===== config.mk =====
export PLATFORM = sky130hd
export DESIGN_NAME = bfg_ctrl
export DESIGN_NICKNAME = d
export VERILOG_FILES = /design/src/rtl/core/bfg_pkg.sv /design/src/rtl/core/bfg_ctrl.sv
export SDC_FILE = /design/constraint.sdc
export NUM_CORES = 1
export LEC_CHECK = 0
export ABC_AREA = 1
export ABC_CLOCK_PERIOD_IN_PS = 1370
export BUFFER_PORTS_ARGS = -buffer_cell sky130_fd_sc_hd__buf_2
export CORE_AREA = 2 2 39 41
export CTS_CLUSTER_SIZE = 30
export DETAILED_ROUTE_END_ITERATION = 10
export DIE_AREA = 0 0 41 43
export PLACE_DENSITY = 0.57
export SYNTH_ARGS = -nofsm -noshare
export SYNTH_HDL_FRONTEND = slang
export SYNTH_SLANG_ARGS = --single-unit

===== constraint.sdc =====
create_clock -name clk -period 1.37 [get_ports clk]
set_input_delay 0.274 -clock clk [delete_from_list [all_inputs] [get_ports clk]]
set_output_delay 0.274 -clock clk [all_outputs]
set_load 0.005 [all_outputs]

===== src/rtl/core/bfg_pkg.sv =====
// Shared constants, codes and controller/datapath interface types for the bilateral filter.
package bfg_pkg;

  localparam int MAX_WIDTH     = 256;
  localparam int MAX_HEIGHT    = 256;
  localparam int MAX_RADIUS    = 7;
  localparam int WEIGHT_BITS   = 16;
  localparam int SPAN          = 2 * MAX_RADIUS + 1;
  localparam int SPATIAL_DEPTH = SPAN * SPAN;
  localparam int FRAME_DEPTH   = MAX_WIDTH * MAX_HEIGHT;
  localparam int RANGE_DEPTH   = 256;

  localparam int COORD_W = 8;
  localparam int SIZE_W  = 9;
  localparam int SC_W    = 10;
  localparam int RAD_W   = 3;
  localparam int CNT_W   = 4;
  localparam int SIDX_W  = 8;
  localparam int PIX_W   = 8;
  localparam int DEN_W   = 24;
  localparam int NUM_W   = 32;
  localparam int REM_W   = NUM_W + 1;
  localparam int QUO_W   = 9;
  localparam int DCNT_W  = 4;

  localparam logic [1:0] REQ_PIXEL   = 2'd0;
  localparam logic [1:0] REQ_RANGE   = 2'd1;
  localparam logic [1:0] REQ_SPATIAL = 2'd2;
  localparam logic [1:0] REQ_QUERY   = 2'd3;

  localparam logic [2:0] CFG_WIDTH  = 3'd0;
  localparam logic [2:0] CFG_HEIGHT = 3'd1;
  localparam logic [2:0] CFG_RADIUS = 3'd2;
  localparam logic [2:0] CFG_MODE   = 3'd3;
  localparam logic [2:0] CFG_FILL   = 3'd4;

  localparam logic [1:0] EDGE_CLAMP = 2'd0;
  localparam logic [1:0] EDGE_FILL  = 2'd1;
  localparam logic [1:0] EDGE_WRAP  = 2'd2;

  typedef struct packed {
    logic accept;
    logic load_q;
    logic setup;
    logic rd_centre;
    logic lat_centre;
    logic tap_issue;
    logic div_init;
    logic div_step;
  } cmd_t;

  typedef struct packed {
    logic setup_done;
    logic tap_last;
    logic pipe_busy;
    logic div_last;
  } stat_t;

endpackage


===== src/rtl/core/bfg_ctrl.sv =====
// Query sequencer: setup, centre fetch, window sweep, drain, divide, result hold.
module bfg_ctrl (
  input  logic                clk,
  input  logic                rst,
  input  logic                in_valid,
  input  logic [1:0]          req_type,
  output logic                in_stall,
  output logic                out_valid,
  input  logic                out_stall,
  output bfg_pkg::cmd_t       cmd,
  input  bfg_pkg::stat_t      stat
);
  import bfg_pkg::*;

  localparam logic [2:0] S_IDLE  = 3'd0;
  localparam logic [2:0] S_SETUP = 3'd1;
  localparam logic [2:0] S_CRD   = 3'd2;
  localparam logic [2:0] S_CLAT  = 3'd3;
  localparam logic [2:0] S_TAPS  = 3'd4;
  localparam logic [2:0] S_DRAIN = 3'd5;
  localparam logic [2:0] S_DIV   = 3'd6;
  localparam logic [2:0] S_OUT   = 3'd7;

  logic [2:0] state, state_next;

  assign in_stall  = (state != S_IDLE);
  assign out_valid = (state == S_OUT);

  always_comb begin
    state_next = state;
    cmd        = '0;
    unique case (state)
      S_IDLE: begin
        cmd.accept = in_valid;
        if (in_valid && req_type == REQ_QUERY) begin
          cmd.load_q = 1'b1;
          state_next = S_SETUP;
        end
      end
      S_SETUP: begin
        cmd.setup = 1'b1;
        if (stat.setup_done) state_next = S_CRD;
      end
      S_CRD: begin
        cmd.rd_centre = 1'b1;
        state_next    = S_CLAT;
      end
      S_CLAT: begin
        cmd.lat_centre = 1'b1;
        state_next     = S_TAPS;
      end
      S_TAPS: begin
        cmd.tap_issue = 1'b1;
        if (stat.tap_last) state_next = S_DRAIN;
      end
      S_DRAIN: begin
        if (!stat.pipe_busy) begin
          cmd.div_init = 1'b1;
          state_next   = S_DIV;
        end
      end
      S_DIV: begin
        cmd.div_step = 1'b1;
        if (stat.div_last) state_next = S_OUT;
      end
      S_OUT: begin
        if (!out_stall) state_next = S_IDLE;
      end
      default: state_next = S_IDLE;
    endcase
  end

  always_ff @(posedge clk) begin
    if (rst) begin
      state <= S_IDLE;
    end else begin
      state <= state_next;
    end
  end

endmodule


==> qor.csv <==
metric,value,unit
status,"complete, but fails checks",
failing checks,setup timing,
area grow syn2layout,70.27,%
Die Y-Extent,43,microns
setup_tns,-155.0,ps
CP arrival,1160,ps
hold path cells,4,
DP HPWL,697,microns
Synth Cell Area,370.4,sq um
CTS tree,built,
Regs by FF count,state: 3 flops,
Worst Path Required,1100,ps
first-pass GRT wire length,1380,microns
Die X,41,microns
most frequent cells in the layout,"buf_2, inv_1, nand2_1",
Final Util,45.57,%
Slew headroom,87.60,%
Largest Register,state,
Max stage delay on crit path,320,ps
final worst slack,-67.65,ps
"Avg Cell Area, Syn",5.973,sq um
crit path time final,1438,ps
peak supply drop,868.1,uV
Non-Filler Instances,108,
critical path type,reg2out,
crit share post-route,104.9,%
worst path buffer plus inverter count,2,
IO Port Bufs,19,
met2 GRT Util,17.81,%
crit-path leading delay family,flip-flops,
routed wire length,1049,microns
first drt pass iteration count,4,
slowest CP cell,dfxtp_2,
vias in the first global route,395,
grt ovf,0,
Power Density,2109,mW/mm^2
Clock Sinks,3,
clock buffer depth,2,
max_cap viols,0,
core box area,0.001384,sq mm
cell count after placement,98,
initial cell density of the core,26.76,%
full die area,0.001763,sq mm
Final Hold Vio Count,0,
actual slew at the worst max-slew pin,185.2,ps
Max Fclk,0.6956,GHz
"Slew Viols, Final",0,
met3 Use GR,4.712,%
"antenna viol nets, final",0,
Vias per Instance,4.139,
gpl congestion,0.7903,
worst-path fanout max,5,
CP cell instances,inv_2 > ha_2 > nand2_1 > nor2_1 > buf_2,
# setup viols final,4,
share of layout cells above drive strength 1,56.52,%
latest clock arrival within the worst-skew pair,230,ps
num rows,14,
Synth Warn #,0,
register bit count reported by yosys,3,
skew final,0.09348,ps
vias,447,
largest net degree at the start of global routing,10,
global route hottest layer,met2,
RSZ-0062 raised after global routing,yes,
GRT Resource Usage Total,11.43,%
"leading cell type in the layout, fill and taps excluded",buf_2,
R2R depth,9,
Post-Syn Instances,62,
# DRC,0,
Synthesized Nets,76,
WL per Instance,9.713,microns
CTS buffer count,3,
crit end category,primary output,
Netlist cell types,15,
startpoint type of the worst setup path,flop,
io pins,20,
CTS H-Tree Depth,1,
Iteration-0 DRC Markers,17,
Hold Crit Class,in2reg,
antenna violations before repair,0,
final net count,107,
Largest register FFs,3,
root buf cell,clkbuf_4,
ANT cells,0,
critical path depth,5,
clk slew on worst S/H paths,40,ps
Leak,0.0003859,uW
post-synthesis sequential area ratio,16.22,%
M1 GR Usage,13.46,%
[Yosys cell counts]
library cell  number  share of area [%]
a21oi_2            1                2.4
buf_6              1                3.0
dfxtp_1            3                 16
ha_1               4                 14
inv_1             18                 18
nand2_1           12                 12
nand2_2            2                3.4
nand3_1            3                4.1
nand3_2            2                5.4
nand4_1            1                1.7
nor2_1            10                 10
nor2_2             2                3.4
nor2_4             1                3.0
o211ai_1           1                2.0
o21ai_1            1                1.4
[what timing repair did]
item                       CTS  global route
pin swaps                    3             7
hold buffers                 0             0
buffers inserted             3             3
setup endpoints to repair   10            11
gates resized for setup      9            10
[logic make-up (layout without fill, tap and decap cells)]
group	count (synthesis)	after routing	share of synthesized area, %
DFF	3	3	16.22
and+or+nand+nor	33	33	43.24
AOI/OAI and AO/OA	3	3	5.743
buffers and inverters	19	49	21.28
adders and majority gates	4	4	13.51
[report_power, final]
group / leakage (uW) / internal (uW) / switching [uW]
Clock: 0.0000150 / 109 / 47.8
Combinational: 0.000345 / 469 / 523
Sequential: 0.0000254 / 135 / 44.8
[per-layer routing]
metal | vias to the layer above | part of all wire, %
met5 | - | 0
met4 | 0 | 0
met3 | 0 | 6.8
met2 | 15 | 54
met1 | 192 | 39
li1 | 240 | -
[worst min-delay path, cell delays in order]
cell     delay, ps
buf_2           90
inv_1           40
nand2_1         50
nor2_1          30
[stage by stage]
| step | hold slack [ps] | worst slack [ps] | area (sq um) | power [uW] |
|---|---|---|---|---|
| 2_1_floorplan | 429.3 | 140.4 | 370.4 | 669.7 |
| 3_3_place_gp | 550.5 | 53.64 | 501.7 | 892.7 |
| 3_5_place_dp | 547.2 | 30.78 | 501.7 | 893.3 |
| 4_1_cts | 289.9 | -69.53 | 568.0 | 1178 |
| 5_1_grt | 316.2 | -135.2 | 630.6 | 1448 |
| 6_report | 299.9 | -67.65 | 630.6 | 1330 |
[layout make-up]
cell class                      instances  area (sq um)
Multi-Input combinational cell         40         280.3
Tap cell                               16         20.02
Timing Repair Buffer                   27         171.4
Sequential cell                         3         62.56
Fill cell                             138         753.2
Inverter                               18         70.07
Clock buffer                            4         26.28
[final timing paths]
path | slack (ps) | to | start
setup / recovery | -70 | cmd[1] | state[1]
hold / removal | 300 | state[0] | rst
setup reg to reg | 20 | state[2] | state[0]
hold reg to reg | 670 | state[1] | state[1]
Note: power is estimated with default switching activity, not from simulation.
